File: config.mk
export PLATFORM = sky130hd
export DESIGN_NAME = passive_unlock_veto_latch_flat
export DESIGN_NICKNAME = d
export VERILOG_FILES = /design/src/rtl/core/puvl_pkg.sv /design/src/rtl/core/puvl_if.sv /design/src/rtl/core/puvl_ctrl.sv /design/src/rtl/core/puvl_dp.sv /design/src/rtl/core/passive_unlock_veto_latch.sv /design/src/flat_wrapper.sv
export SDC_FILE = /design/constraint.sdc
export NUM_CORES = 2
export LEC_CHECK = 0
export ABC_CLOCK_PERIOD_IN_PS = 7060
export BUFFER_PORTS_ARGS = -buffer_cell sky130_fd_sc_hd__buf_2
export CAP_MARGIN = 25
export CORE_ASPECT_RATIO = 1.25
export CORE_MARGIN = 2
export CORE_UTILIZATION = 45
export CTS_CLUSTER_SIZE = 12
export DETAILED_ROUTE_END_ITERATION = 8
export PLACE_DENSITY_LB_ADDON = 0.05
export SLEW_MARGIN = 20
export SYNTH_ARGS = -nofsm -noshare
export SYNTH_HDL_FRONTEND = slang
export SYNTH_SLANG_ARGS = --single-unit
export TNS_END_PERCENT = 100
File: constraint.sdc
create_clock -name clk_i -period 7.06 [get_ports clk_i]
set_input_delay 0.706 -clock clk_i [delete_from_list [all_inputs] [get_ports clk_i]]
set_output_delay 0.706 -clock clk_i [all_outputs]
set_load 0.02 [all_outputs]
File: src/rtl/core/puvl_pkg.sv
package puvl_pkg;

  localparam int unsigned SlotsDef = 8;
  localparam int unsigned IdW      = 32;
  localparam int unsigned TimeW    = 48;
  localparam int unsigned RangeW   = 21;
  localparam int unsigned CfgIdxW  = 3;
  localparam int unsigned CfgDataW = 32;
  localparam int unsigned CountW   = 8;
  localparam int unsigned MaskW    = 6;

  typedef enum logic [2:0] {
    ActOpen   = 3'd0,
    ActClose  = 3'd1,
    ActGrant  = 3'd2,
    ActOpp    = 3'd3,
    ActWindow = 3'd4,
    ActQuery  = 3'd5
  } action_e;

  typedef enum logic [2:0] {
    RegEntryDwell = 3'd0,
    RegClearWin   = 3'd1,
    RegClearRange = 3'd2,
    RegClearValid = 3'd3,
    RegOppValid   = 3'd4,
    RegWildcard   = 3'd5
  } reg_e;

  localparam logic [1:0] SideInside  = 2'd1;
  localparam logic [1:0] SideOutside = 2'd2;

  localparam logic [31:0] EntryDwellRst = 32'd60000;
  localparam logic [7:0]  ClearWinRst   = 8'd3;
  localparam logic [19:0] ClearRangeRst = 20'd3000;
  localparam logic [31:0] ClearValidRst = 32'd10000;
  localparam logic [7:0]  CountMax      = 8'hFF;

  typedef enum logic [2:0] {
    StIdle,
    StScan,
    StApply,
    StQuery,
    StOut
  } state_e;

  typedef struct packed {
    logic start_scan;
    logic step_scan;
    logic apply;
    logic eval;
  } ctl_t;

  typedef struct packed {
    logic scan_last;
    logic has_result;
  } sts_t;

endpackage

File: src/rtl/core/puvl_if.sv
interface puvl_in_if;
  import puvl_pkg::*;
  logic              valid;
  logic              ready;
  logic [2:0]        action;
  logic [IdW-1:0]    cred;
  logic [1:0]        side;
  logic signed [RangeW-1:0] rng_mm;
  logic [TimeW-1:0]  now;
  modport source (output valid, action, cred, side, rng_mm, now, input ready);
  modport sink (input valid, action, cred, side, rng_mm, now, output ready);
endinterface

interface puvl_out_if;
  import puvl_pkg::*;
  logic             valid;
  logic             ready;
  logic             may_unlock;
  logic [MaskW-1:0] veto_mask;
  modport source (output valid, may_unlock, veto_mask, input ready);
  modport sink (input valid, may_unlock, veto_mask, output ready);
endinterface

interface puvl_cfg_if;
  import puvl_pkg::*;
  logic                valid;
  logic                ready;
  logic [CfgIdxW-1:0]  index;
  logic [CfgDataW-1:0] data;
  modport source (output valid, index, data, input ready);
  modport sink (input valid, index, data, output ready);
endinterface

File: src/rtl/core/puvl_ctrl.sv
module puvl_ctrl
  import puvl_pkg::*;
(
  input  logic   clk_i,
  input  logic   rst_ni,
  input  logic   in_valid_i,
  output logic   in_ready_o,
  output logic   out_valid_o,
  input  logic   out_ready_i,
  input  sts_t   sts_i,
  output ctl_t   ctl_o
);

  state_e state_q, state_d;

  always_ff @(posedge clk_i or negedge rst_ni) begin
    if (!rst_ni) begin
      state_q <= StIdle;
    end else begin
      state_q <= state_d;
    end
  end

  always_comb begin
    state_d = state_q;
    unique case (state_q)
      StIdle:  if (in_valid_i) state_d = StScan;
      StScan:  if (sts_i.scan_last) state_d = StApply;
      StApply: state_d = sts_i.has_result ? StQuery : StIdle;
      StQuery: state_d = StOut;
      StOut:   if (out_ready_i) state_d = StIdle;
      default: state_d = StIdle;
    endcase
  end

  always_comb begin
    in_ready_o  = (state_q == StIdle);
    out_valid_o = (state_q == StOut);
    ctl_o.start_scan = (state_q == StIdle) && in_valid_i;
    ctl_o.step_scan  = (state_q == StScan);
    ctl_o.apply      = (state_q == StApply);
    ctl_o.eval       = (state_q == StQuery);
  end

endmodule

File: src/rtl/core/puvl_dp.sv
module puvl_dp
  import puvl_pkg::*;
#(
  parameter int unsigned Slots = SlotsDef
) (
  input  logic                     clk_i,
  input  logic                     rst_ni,
  input  logic [2:0]               action_i,
  input  logic [IdW-1:0]           cred_i,
  input  logic [1:0]               side_i,
  input  logic signed [RangeW-1:0] rng_mm_i,
  input  logic [TimeW-1:0]         now_i,
  input  logic                     cfg_we_i,
  input  logic [CfgIdxW-1:0]       cfg_idx_i,
  input  logic [CfgDataW-1:0]      cfg_data_i,
  input  ctl_t                     ctl_i,
  output sts_t                     sts_o,
  output logic                     may_unlock_o,
  output logic [MaskW-1:0]         veto_mask_o
);

  localparam int unsigned SW = (Slots > 1) ? $clog2(Slots) : 1;

  logic [31:0] dwell_q, cvalid_q, ovalid_q, wild_q;
  logic [7:0]  cwin_q;
  logic [19:0] crange_q;

  logic [IdW-1:0]   id_q   [Slots];
  logic [TimeW-1:0] in_t_q [Slots];
  logic [TimeW-1:0] op_t_q [Slots];
  logic [Slots-1:0] used_q, opp_q;

  logic             sess_q;
  logic [IdW-1:0]   scred_q;
  logic [CountW-1:0] agree_q;
  logic [TimeW-1:0] lout_q;

  logic [2:0]               act_q;
  logic [IdW-1:0]           cred_q;
  logic [1:0]               side_q;
  logic signed [RangeW-1:0] rng_q;
  logic [TimeW-1:0]         now_q;

  logic [SW-1:0] idx_q;
  logic          hit_q, free_q, vic_ok_q;
  logic [SW-1:0] hit_i_q, free_i_q, vic_q;
  logic          may_q;
  logic [MaskW-1:0] mask_q;

  logic          is_wild;
  logic          tgt_ok;
  logic [SW-1:0] tgt;
  logic          alloc;

  assign is_wild = (cred_q == wild_q);
  assign alloc   = !hit_q;
  assign tgt_ok  = hit_q || free_q || vic_ok_q;
  assign tgt     = hit_q ? hit_i_q : (free_q ? free_i_q : vic_q);

  assign sts_o.scan_last  = (idx_q == SW'(Slots - 1));
  assign sts_o.has_result = (act_q == ActQuery);

  always_ff @(posedge clk_i or negedge rst_ni) begin
    if (!rst_ni) begin
      dwell_q  <= EntryDwellRst;
      cwin_q   <= ClearWinRst;
      crange_q <= ClearRangeRst;
      cvalid_q <= ClearValidRst;
      ovalid_q <= '0;
      wild_q   <= '0;
    end else if (cfg_we_i) begin
      case (cfg_idx_i)
        RegEntryDwell: dwell_q  <= cfg_data_i;
        RegClearWin:   cwin_q   <= cfg_data_i[7:0];
        RegClearRange: crange_q <= cfg_data_i[19:0];
        RegClearValid: cvalid_q <= cfg_data_i;
        RegOppValid:   ovalid_q <= cfg_data_i;
        RegWildcard:   wild_q   <= cfg_data_i;
        default: ;
      endcase
    end
  end

  always_ff @(posedge clk_i) begin
    if (ctl_i.start_scan) begin
      act_q  <= action_i;
      cred_q <= cred_i;
      side_q <= side_i;
      rng_q  <= rng_mm_i;
      now_q  <= now_i;
    end
  end

  // slot walk: find hit, lowest free, oldest-inside victim
  always_ff @(posedge clk_i or negedge rst_ni) begin
    if (!rst_ni) begin
      idx_q    <= '0;
      hit_q    <= 1'b0;
      free_q   <= 1'b0;
      vic_ok_q <= 1'b0;
      hit_i_q  <= '0;
      free_i_q <= '0;
      vic_q    <= '0;
    end else if (ctl_i.start_scan) begin
      idx_q    <= '0;
      hit_q    <= 1'b0;
      free_q   <= 1'b0;
      vic_ok_q <= 1'b0;
    end else if (ctl_i.step_scan) begin
      if (!sts_o.scan_last) idx_q <= idx_q + 1'b1;
      if (used_q[idx_q] && id_q[idx_q] == cred_q && !hit_q) begin
        hit_q   <= 1'b1;
        hit_i_q <= idx_q;
      end
      if (!used_q[idx_q] && !free_q) begin
        free_q   <= 1'b1;
        free_i_q <= idx_q;
      end
      if (used_q[idx_q] && !free_q &&
          (!vic_ok_q || in_t_q[idx_q] < in_t_q[vic_q])) begin
        vic_ok_q <= 1'b1;
        vic_q    <= idx_q;
      end
    end
  end

  always_ff @(posedge clk_i) begin
    if (ctl_i.apply) begin
      if ((act_q == ActGrant || act_q == ActOpp) && !is_wild && tgt_ok && alloc) begin
        id_q[tgt] <= cred_q;
      end
      if (!is_wild && tgt_ok && (act_q == ActGrant || (act_q == ActOpp && alloc))) begin
        in_t_q[tgt] <= now_q;
      end
      for (int i = 0; i < Slots; i++) begin
        if ((act_q == ActGrant && !is_wild && tgt_ok && (used_q[i] || i == int'(tgt))) ||
            (act_q == ActOpp && is_wild && used_q[i]) ||
            (act_q == ActOpp && !is_wild && tgt_ok && i == int'(tgt))) begin
          op_t_q[i] <= now_q;
        end
      end
    end
  end

  always_ff @(posedge clk_i or negedge rst_ni) begin
    if (!rst_ni) begin
      used_q  <= '0;
      opp_q   <= '0;
      sess_q  <= 1'b0;
      scred_q <= '0;
      agree_q <= '0;
      lout_q  <= '0;
    end else if (ctl_i.apply) begin
      case (act_q)
        ActOpen: begin
          sess_q  <= 1'b1;
          scred_q <= cred_q;
          agree_q <= '0;
          lout_q  <= '0;
        end
        ActClose: begin
          sess_q  <= 1'b0;
          scred_q <= '0;
          agree_q <= '0;
          lout_q  <= '0;
        end
        ActGrant: begin
          if (!is_wild && tgt_ok) begin
            used_q[tgt] <= 1'b1;
            opp_q       <= used_q | (Slots'(1) << tgt);
            agree_q     <= '0;
            lout_q      <= '0;
          end
        end
        ActOpp: begin
          if (is_wild) begin
            opp_q <= opp_q | used_q;
          end else if (tgt_ok) begin
            used_q[tgt] <= 1'b1;
            opp_q[tgt]  <= 1'b1;
          end
        end
        ActWindow: begin
          if (sess_q && scred_q == cred_q) begin
            if (side_q == SideInside) begin
              agree_q <= '0;
              lout_q  <= '0;
            end else if (side_q == SideOutside) begin
              if (agree_q != '0 ||
                  (!rng_q[RangeW-1] && rng_q[RangeW-2:0] >= crange_q)) begin
                if (agree_q != CountMax) agree_q <= agree_q + 1'b1;
                lout_q <= now_q;
              end
            end
          end
        end
        default: ;
      endcase
    end
  end

  // query evaluated from scan results (state unchanged by a query)
  logic signed [TimeW:0] d_opp, d_in, d_out;
  logic [MaskW-1:0] why;
  always_comb begin
    d_opp = $signed({1'b0, now_q}) - $signed({1'b0, op_t_q[hit_i_q]});
    d_in  = $signed({1'b0, now_q}) - $signed({1'b0, in_t_q[hit_i_q]});
    d_out = $signed({1'b0, now_q}) - $signed({1'b0, lout_q});
    why = '0;
    why[0] = !sess_q || scred_q != cred_q || is_wild;
    if (!hit_q) begin
      why[1] = 1'b1;
    end else begin
      why[2] = !(opp_q[hit_i_q] && !(ovalid_q != '0 &&
                 d_opp > $signed({17'd0, ovalid_q})));
      why[3] = d_in < $signed({17'd0, dwell_q});
    end
    if (agree_q < cwin_q) why[4] = 1'b1;
    else if (cvalid_q != '0 && d_out > $signed({17'd0, cvalid_q})) why[5] = 1'b1;
  end

  always_ff @(posedge clk_i) begin
    if (ctl_i.eval) begin
      mask_q <= why;
      may_q  <= (why == '0);
    end
  end

  assign may_unlock_o = may_q;
  assign veto_mask_o  = mask_q;

endmodule

File: src/rtl/core/passive_unlock_veto_latch.sv
// Passive unlock veto latch.
// Channels: in_if (event request: action, cred, side, rng_mm, now),
// out_if (query verdict: may_unlock, veto_mask), cfg_if (register writes,
// index 0..5, taken at any cycle; write only while idle).
// One request at a time: accept, a walk over SLOTS table slots (one slot per
// cycle), then an apply step. After a non-query request the block returns to
// idle and takes the next one. A query adds an evaluate step: its verdict
// then shows on out_if and is held until taken, and only then is the next
// request taken. The slot walk sets the rate.
// Only queries (action 5) produce a verdict; others return none.
// Reset clears the table marks, the session and the registers to defaults.
// A stalled receiver holds the verdict and blocks new requests.
module passive_unlock_veto_latch
  import puvl_pkg::*;
#(
  parameter int unsigned Slots = SlotsDef
) (
  input logic        clk_i,
  input logic        rst_ni,
  puvl_in_if.sink    in_if,
  puvl_out_if.source out_if,
  puvl_cfg_if.sink   cfg_if
);

  ctl_t ctl;
  sts_t sts;

  assign cfg_if.ready = 1'b1;

  puvl_ctrl u_ctrl (
    .clk_i       (clk_i),
    .rst_ni      (rst_ni),
    .in_valid_i  (in_if.valid),
    .in_ready_o  (in_if.ready),
    .out_valid_o (out_if.valid),
    .out_ready_i (out_if.ready),
    .sts_i       (sts),
    .ctl_o       (ctl)
  );

  puvl_dp #(.Slots(Slots)) u_dp (
    .clk_i        (clk_i),
    .rst_ni       (rst_ni),
    .action_i     (in_if.action),
    .cred_i       (in_if.cred),
    .side_i       (in_if.side),
    .rng_mm_i     (in_if.rng_mm),
    .now_i        (in_if.now),
    .cfg_we_i     (cfg_if.valid),
    .cfg_idx_i    (cfg_if.index),
    .cfg_data_i   (cfg_if.data),
    .ctl_i        (ctl),
    .sts_o        (sts),
    .may_unlock_o (out_if.may_unlock),
    .veto_mask_o  (out_if.veto_mask)
  );

endmodule

File: src/flat_wrapper.sv
// flat-port wrapper written by rule: the top's interface ports become plain ports
module passive_unlock_veto_latch_flat import puvl_pkg::*;
#(
  parameter int unsigned Slots = SlotsDef
)
  (clk_i, rst_ni, in_if_valid, in_if_action, in_if_cred, in_if_side, in_if_rng_mm, in_if_now, in_if_ready, out_if_valid, out_if_may_unlock, out_if_veto_mask, out_if_ready, cfg_if_valid, cfg_if_index, cfg_if_data, cfg_if_ready);
  puvl_in_if in_if_i ();
  puvl_out_if out_if_i ();
  puvl_cfg_if cfg_if_i ();
  input logic clk_i;
  input logic rst_ni;
  input wire logic [$bits(in_if_i.valid)-1:0] in_if_valid;
  input wire logic [$bits(in_if_i.action)-1:0] in_if_action;
  input wire logic [$bits(in_if_i.cred)-1:0] in_if_cred;
  input wire logic [$bits(in_if_i.side)-1:0] in_if_side;
  input wire logic [$bits(in_if_i.rng_mm)-1:0] in_if_rng_mm;
  input wire logic [$bits(in_if_i.now)-1:0] in_if_now;
  output wire logic [$bits(in_if_i.ready)-1:0] in_if_ready;
  output wire logic [$bits(out_if_i.valid)-1:0] out_if_valid;
  output wire logic [$bits(out_if_i.may_unlock)-1:0] out_if_may_unlock;
  output wire logic [$bits(out_if_i.veto_mask)-1:0] out_if_veto_mask;
  input wire logic [$bits(out_if_i.ready)-1:0] out_if_ready;
  input wire logic [$bits(cfg_if_i.valid)-1:0] cfg_if_valid;
  input wire logic [$bits(cfg_if_i.index)-1:0] cfg_if_index;
  input wire logic [$bits(cfg_if_i.data)-1:0] cfg_if_data;
  output wire logic [$bits(cfg_if_i.ready)-1:0] cfg_if_ready;
  assign in_if_i.valid = in_if_valid;
  assign in_if_i.action = in_if_action;
  assign in_if_i.cred = in_if_cred;
  assign in_if_i.side = in_if_side;
  assign in_if_i.rng_mm = in_if_rng_mm;
  assign in_if_i.now = in_if_now;
  assign in_if_ready = in_if_i.ready;
  assign out_if_valid = out_if_i.valid;
  assign out_if_may_unlock = out_if_i.may_unlock;
  assign out_if_veto_mask = out_if_i.veto_mask;
  assign out_if_i.ready = out_if_ready;
  assign cfg_if_i.valid = cfg_if_valid;
  assign cfg_if_i.index = cfg_if_index;
  assign cfg_if_i.data = cfg_if_data;
  assign cfg_if_ready = cfg_if_i.ready;
  passive_unlock_veto_latch #(.Slots(Slots)) u_core (.clk_i(clk_i), .rst_ni(rst_ni), .in_if(in_if_i), .out_if(out_if_i), .cfg_if(cfg_if_i));
endmodule
### Word level (Yosys, flattened, before mapping)

Memories as Yosys holds them, arrays and structs flattened.
Cells that the tools add are included.

| cells by class | value |
|---|---|
| muxes and demuxes | 83 |
| eq/ne operators | 41 |
| order comparisons | 10 |
| bitwise operators | 5 |
| $add $sub $neg | 5 |
| shift-type cells | 1 |
| reduce and logical (&&, ||, !) cells | 123 |

Operators by type and width:

| cell | count |
|---|---|
| $mux 48 | 5 |
| $sub 48x48->49 | 3 |
| $pmux 48 s3 | 1 |
| $gt 49x33->1 | 2 |
| $eq 32x32->1 | 3 |
| $mux 8 | 12 |
| $pmux 32 s2 | 1 |
| $reduce_bool 32->1 | 2 |
| $lt 49x33->1 | 1 |
| $lt 48x48->1 | 1 |
| $logic_and 1x1->1 | 47 |
| $mux 1 | 46 |
| $logic_or 1x1->1 | 32 |
| $ne 32x32->1 | 1 |
| $or 8x8->8 | 4 |
| $pmux 8 s2 | 2 |
| $mux 3 | 8 |
| $pmux 8 s3 | 1 |
| $reduce_and 2->1 | 11 |
| $ge 20x20->1 | 1 |
| $eq 3x2->1 const B | 6 |
| $eq 3x3->1 const B | 6 |
| $pmux 3 s5 | 1 |
| $eq 3x3->1 const A | 4 |
| other kinds (32) | 67 |

| storage, ports and cells | value |
|---|---|
| register bits | 392 |
| word-level logic and storage cells | 298 |
| memories | 3 |
| RAM bits | 1024 |
| input port bits | 146 |

Memory list:

| name | words | width | rd ports | clocked after Yosys merged registers in | wr ports | line | source |
|---|---|---|---|---|---|---|---|
| u_core.u_dp.in_t_q | 8 | 48 | 3 | 0 | 1 | puvl_dp.sv:29 | `logic [TimeW-1:0] in_t_q [Slots];` |
| u_core.u_dp.op_t_q | 8 | 48 | 1 | 0 | 8 | puvl_dp.sv:30 | `logic [TimeW-1:0] op_t_q [Slots];` |
| u_core.u_dp.id_q | 8 | 32 | 1 | 0 | 1 | puvl_dp.sv:28 | `logic [IdW-1:0] id_q [Slots];` |

### Logic depth before layout (Yosys ltp)

| depth | value |
|---|---|
| word-level depth | 10 |
| depth in mapped cells | 30 |

### By module

Synthesis repeated with hierarchy kept, for this count alone.

| second synthesis, totals | value |
|---|---|
| cells, all modules | 5081 |
| area total of the unflattened synthesis | 72590.9 µm² |

Modules (own cells, without submodules):

| module | times used | cells an instance | area each (µm²) |
|---|---|---|---|
| puvl_dp | 1 | 5060 | 72396.9 |
| puvl_ctrl | 1 | 19 | 182.7 |
| passive_unlock_veto_latch | 1 | 2 | 11.3 |

### Worst setup path before layout

No wires, ideal clock.

| timing | value |
|---|---|
| kind | flip-flop to flip-flop |
| start | register u_core.u_dp.hit_i_q[0] |
| end | register u_core.u_dp.may_q (netlist: u_core.u_dp.may_unlock_o), data pin |
| path slack | 0.402 ns |
| arrival time | 6.402 ns |
| library setup time | 0.256 ns |
| period minus slack after synthesis | 6.658 ns |
| stages on the path, launching flop included | 28 |
| cell sequence | dfrtp_1 -> clkbuf_1 -> clkbuf_1 -> buf_1 -> mux4_2 -> mux2i_1 -> ha_1 -> a211oi_1 -> o21ai_0 -> o21ai_1 -> o211ai_1 -> o31ai_1 -> o21ai_1 -> a21o_1 -> a21oi_1 -> xnor2_1 -> ha_1 -> a21oi_1 -> nor2b_1 -> a2111o_1 -> a31oi_1 -> o2111ai_1 -> a2111o_1 -> nor4_4 -> nand4_1 -> nor4_1 -> nor3_1 -> and4b_1 |

| between the ends | value |
|---|---|
| cells in the longest elaborated chain, start to end | 9 |

Ends and longest elaborated chain:

| what | line | source |
|---|---|---|
| from (decl) | puvl_dp.sv:46 | `logic [SW-1:0] hit_i_q, free_i_q, vic_q;` |
| from (signal assigned) | puvl_dp.sv:113 | `hit_i_q <= idx_q;` |
| $mem_v2 8x48 | - |  |
| $sub 48x48->49 | puvl_dp.sv:206 | `d_opp = $signed({1'b0, now_q}) - $signed({1'b0, op_t_q[hit_i_q]});` |
| $gt 49x33->1 | puvl_dp.sv:215 | `d_opp > $signed({17'd0, ovalid_q})));` |
| $logic_and 1x1->1 | puvl_dp.sv:214 | `why[2] = !(opp_q[hit_i_q] && !(ovalid_q != '0 &&` |
| $logic_not 1->1 | puvl_dp.sv:214 |  |
| $logic_and 1x1->1 | puvl_dp.sv:214 |  |
| $logic_not 1->1 | puvl_dp.sv:214 |  |
| $mux 2 * | puvl_dp.sv:211 | `if (!hit_q) begin` |
| $logic_not 6->1 * | puvl_dp.sv:225 | `may_q <= (why == '0);` |
| to (signal assigned) | puvl_dp.sv:225 |  |
| to (decl) | puvl_dp.sv:47 | `logic may_q;` |

Mark *: on every way between the ends. The rest lies on a longest branch, timed or not. The select of a mux whose other input is x is not followed.
A chain may end at the register's enable or synchronous reset.

### Worst setup path after layout

| timing | value |
|---|---|
| start | register u_core.u_dp.hit_i_q[1] |
| end | register u_core.u_dp.may_q (netlist: u_core.u_dp.may_unlock_o), data pin |

| between the ends | value |
|---|---|
| cells in the longest elaborated chain, start to end | 9 |

Ends and longest elaborated chain:

| what | line | source |
|---|---|---|
| $mem_v2 8x48 | - |  |
| $sub 48x48->49 | puvl_dp.sv:206 |  |
| $gt 49x33->1 | puvl_dp.sv:215 |  |
| $logic_and 1x1->1 | puvl_dp.sv:214 |  |
| $logic_not 1->1 | puvl_dp.sv:214 |  |
| $logic_and 1x1->1 * | puvl_dp.sv:214 |  |
| $logic_not 1->1 * | puvl_dp.sv:214 |  |
| $mux 2 * | puvl_dp.sv:211 |  |
| via u_core.u_dp.why[2] | puvl_dp.sv:204 | `logic [MaskW-1:0] why;` |
| $logic_not 6->1 * | puvl_dp.sv:225 |  |

The timed path passes the listed nets; every way through them passes the cells marked *. The select of a mux whose other input is x is not followed.

==> reports/metrics.yaml <==
fp-row-count: 164
crit_fanout: 28
path_clk_slew_ns: 0.06
max-vdd-ir-drop_uv: 236
synth_edf_count: 1137
synth_commonest_cells: "1137 x edfxtp_1, 452 x mux4_2, 348 x nand2_1"
dpl_cell_area_sq_um: 76600
final_area_sq_um: 82000
clockRootBuffer: "clkbuf_16"
ys.flop_type: "edfxtp_1"
fmax_ghz: 0.150
endpoint_kind: "register"
crit_arrival_ns: 7.34
max_slew_margin: 0.255
post-route-period-util: 0.944
via_per_inst: 6.09
first_pass_iters: 5
cts_buffers: 157
cts_buffer_depth: 3
max_stage_delay_ns: 0.56
cellLeakagePower_uw: 0.0285
htreeDepth: 4
post-place-ws_ns: 0.212
grt_pass1_wl_um: 324000
postSynthCellCount: 4983
place_inst: 7189
grt_pass1_vias: 46079
ys_ff_latch: 1416
nets: 5772
remaining_drc_errors: 0
syn_avg_cell_area_sq_um: 14.5
synth_area_sq_um: 72100
cp_common_cell: "a21oi_1"
cp_top_family: "compound AO/OA/AOI/OAI gates"
layout-drive-gt1-share: 0.237
slew_violations: 0
layout_min_cycle_time_ns: 6.67
drt-initial-drc-count: 4003
cpMaxStageDelayCell: "dfrtp_4"
cts.sinks: 1416
die_h_um: 452
synth_top_area_cell: "edfxtp_1"
area_growth_pct: 13.7
worstMarginPinSlew_ns: 1.11
hold_viol: 0
overflow: 0
required_ns: 7.74
finalClockSkew_ns: 0.0314
synth_fp_nets: 5450
grt_max_degree: 126
synthArstFlopShare: 0.197
synth_top_area_frac: 0.473
fp.dieW_um: 362
cts_tree: "yes"
grt_antenna_before_repair: 8
place.gp.congestion: 0.960
powerDensity_nw_per_um2: 304
setup_viol: 0
gr-usage-all-layers: 0.274
ys_warn_count: 0
status: "finished, final reports clean"
top_level_ports: 156
antenna_left: 0
ys_types: 99
hold_class: "in2reg"
fin_cells: 7510
cap_violations: 0
vias: 45714
fp.coreArea_sq_um: 159000
fin_ws_ns: 0.393
worstSkewPairLatency_ns: 0.82
io_buffer_count: 154
wl_per_cell_um: 29.9
dp_hpwl_um: 150000
wl_um: 225000
synth_area_leaders: "edfxtp_1 47%, mux4_2 14%, dfrtp_1 9.0%"
die-area_sq_um: 163000
path_buf_inv: 3
yosysSeqAreaShare: 0.571
synth_most_common_cell: "edfxtp_1"
cp-start-kind: "register"
initial_core_util: 0.452
path_class: "reg2reg"
-- layout by cell type (no fill, tap or decap), types with 54 or more instances in the layout --
cell       count
ha_1         318
a21o_1        87
mux4_2       452
edfxtp_1    1137
nand2_1      348
buf_4        203
nor2_1       171
buf_2        154
clkbuf_16    160
inv_1        208
nand3_1       95
o21ai_0      298
dfrtp_1      249
a21oi_1      237
mux2_2       130
xor2_1        54
mux2i_1      188
nand4_1       86
xnor2_1      156
-- cells by family (layout without fill, tap and decap cells) --
| group | count (synthesis) | after routing | share of synthesized area |
|---|---|---|---|
| muxes | 771 | 771 | 0.188 |
| buffers and inverters | 448 | 898 | 0.0240 |
| AOI/OAI and AO/OA | 874 | 874 | 0.0740 |
| other | 1 | 3 | 0.0000520 |
| xor gates and xnor gates | 210 | 210 | 0.0255 |
| and+or+nand+nor | 942 | 942 | 0.0622 |
| adders and majority gates | 321 | 321 | 0.0560 |
| DFF | 1416 | 1416 | 0.571 |
-- worst register-to-register path, cell delays in order, from the launching register on --
cell and delay, ns:
dfrtp_4 0.56, buf_12 0.26, buf_4 0.48, mux4_2 0.40, mux2i_1 0.30, ha_1 0.35, a21o_1 0.23, a21oi_1 0.27
a31oi_2 0.18, or2_2 0.32, a31oi_1 0.26, o21bai_1 0.09, a21oi_1 0.18, xnor2_1 0.14, ha_1 0.27, a21o_1 0.18
a21o_1 0.17, a21oi_1 0.24, nor3_1 0.08, nor3_1 0.16, o22ai_1 0.11, a21o_1 0.17, a221oi_1 0.29, buf_4 0.19
o21ai_0 0.09, a21oi_1 0.17, a21oi_1 0.11, and4b_1 0.26
-- registers in the layout, indices dropped and copies added (netlist names), 6 cells and up --
signal,flops
u_core.u_dp.lout_q,48
u_core.u_dp.opp_q,8
u_core.u_dp.scred_q,32
u_core.u_dp.wild_q,32
u_core.u_dp.dwell_q,32
u_core.u_dp.used_q,8
u_core.u_dp.in_t_q,384
u_core.u_dp.ovalid_q,32
u_core.u_dp.id_q,256
u_core.u_dp.veto_mask_o,6
u_core.u_dp.agree_q,8
u_core.u_dp.op_t_q,384
u_core.u_dp.cvalid_q,32
u_core.u_dp.crange_q,20
u_core.u_dp.rng_q,21
u_core.u_dp.now_q,48
u_core.u_dp.cwin_q,8
u_core.u_dp.cred_q,32
-- per-stage QoR --
stage,hold WS [ns],TNS (ns),total power [uW],util
floorplan,0.410,0,14800,-
global placement,0.464,0,17300,0.481
detailed placement,0.481,0,17300,0.481
CTS,0.000257,0,25200,0.512
global route,0.0293,-0.0640,26100,0.514
finish,0.0647,0,24900,0.514
-- power breakdown --
group,total [uW],switching (uW),internal (uW)
registers,10200,552,9650
clock network,7830,3490,4340
logic,6920,3870,3050
total,24900,7910,17000
-- final cells by class --
class / instances / area [sq um]
Antenna cell: 2 / 5.00
Clock buffer: 213 / 4210
Clock inverter: 74 / 649
Fill cell: 13530 / 77500
Inverter: 210 / 793
Multi-Input combinational cell: 3119 / 29500
Sequential cell: 1416 / 41200
Tap cell: 2075 / 2600
Timing Repair Buffer: 401 / 3030
-- per-layer routing --
metal	track usage	vias up	routed length (um)
li1	-	20185	-
met1	0.364	23793	93600
met2	0.470	1410	113000
met3	0.0334	326	11200
met4	0.0908	0	7290
met5	0	-	0
-- repair_timing --
| item | CTS | global route |
|---|---|---|
| hold buffers | 16 | 0 |
| endpoints found under the setup margin | 0 | 3 |
| buffers inserted | 0 | 9 |
| hold endpoints to repair | 68 | 0 |
| resized for setup | 0 | 15 |
-- path summary, 6_finish.rpt --
check	endpoint	from	slack [ns]	depth (start not counted)
hold / removal	u_core.u_dp.now_q[31]$_DFFE_PP_	in_if_now[31]	0.06	1
setup / recovery	u_core.u_dp.may_unlock_o$_DFFE_PP_	u_core.u_dp.hit_i_q[1]$_DFFE_PN0P_	0.39	27
max in group asynchronous	u_core.u_dp.hit_i_q[2]$_DFFE_PN0P_	rst_ni	5.11	3
setup reg to reg	u_core.u_dp.may_unlock_o$_DFFE_PP_	u_core.u_dp.hit_i_q[1]$_DFFE_PN0P_	0.39	27
hold reg to reg	u_core.u_dp.sess_q$_DFFE_PN0P_	u_core.u_dp.sess_q$_DFFE_PN0P_	0.49	2
min in group asynchronous	u_core.u_dp.agree_q[7]$_DFFE_PN0P_	rst_ni	0.49	2
Power figures use the tool's default switching activity.
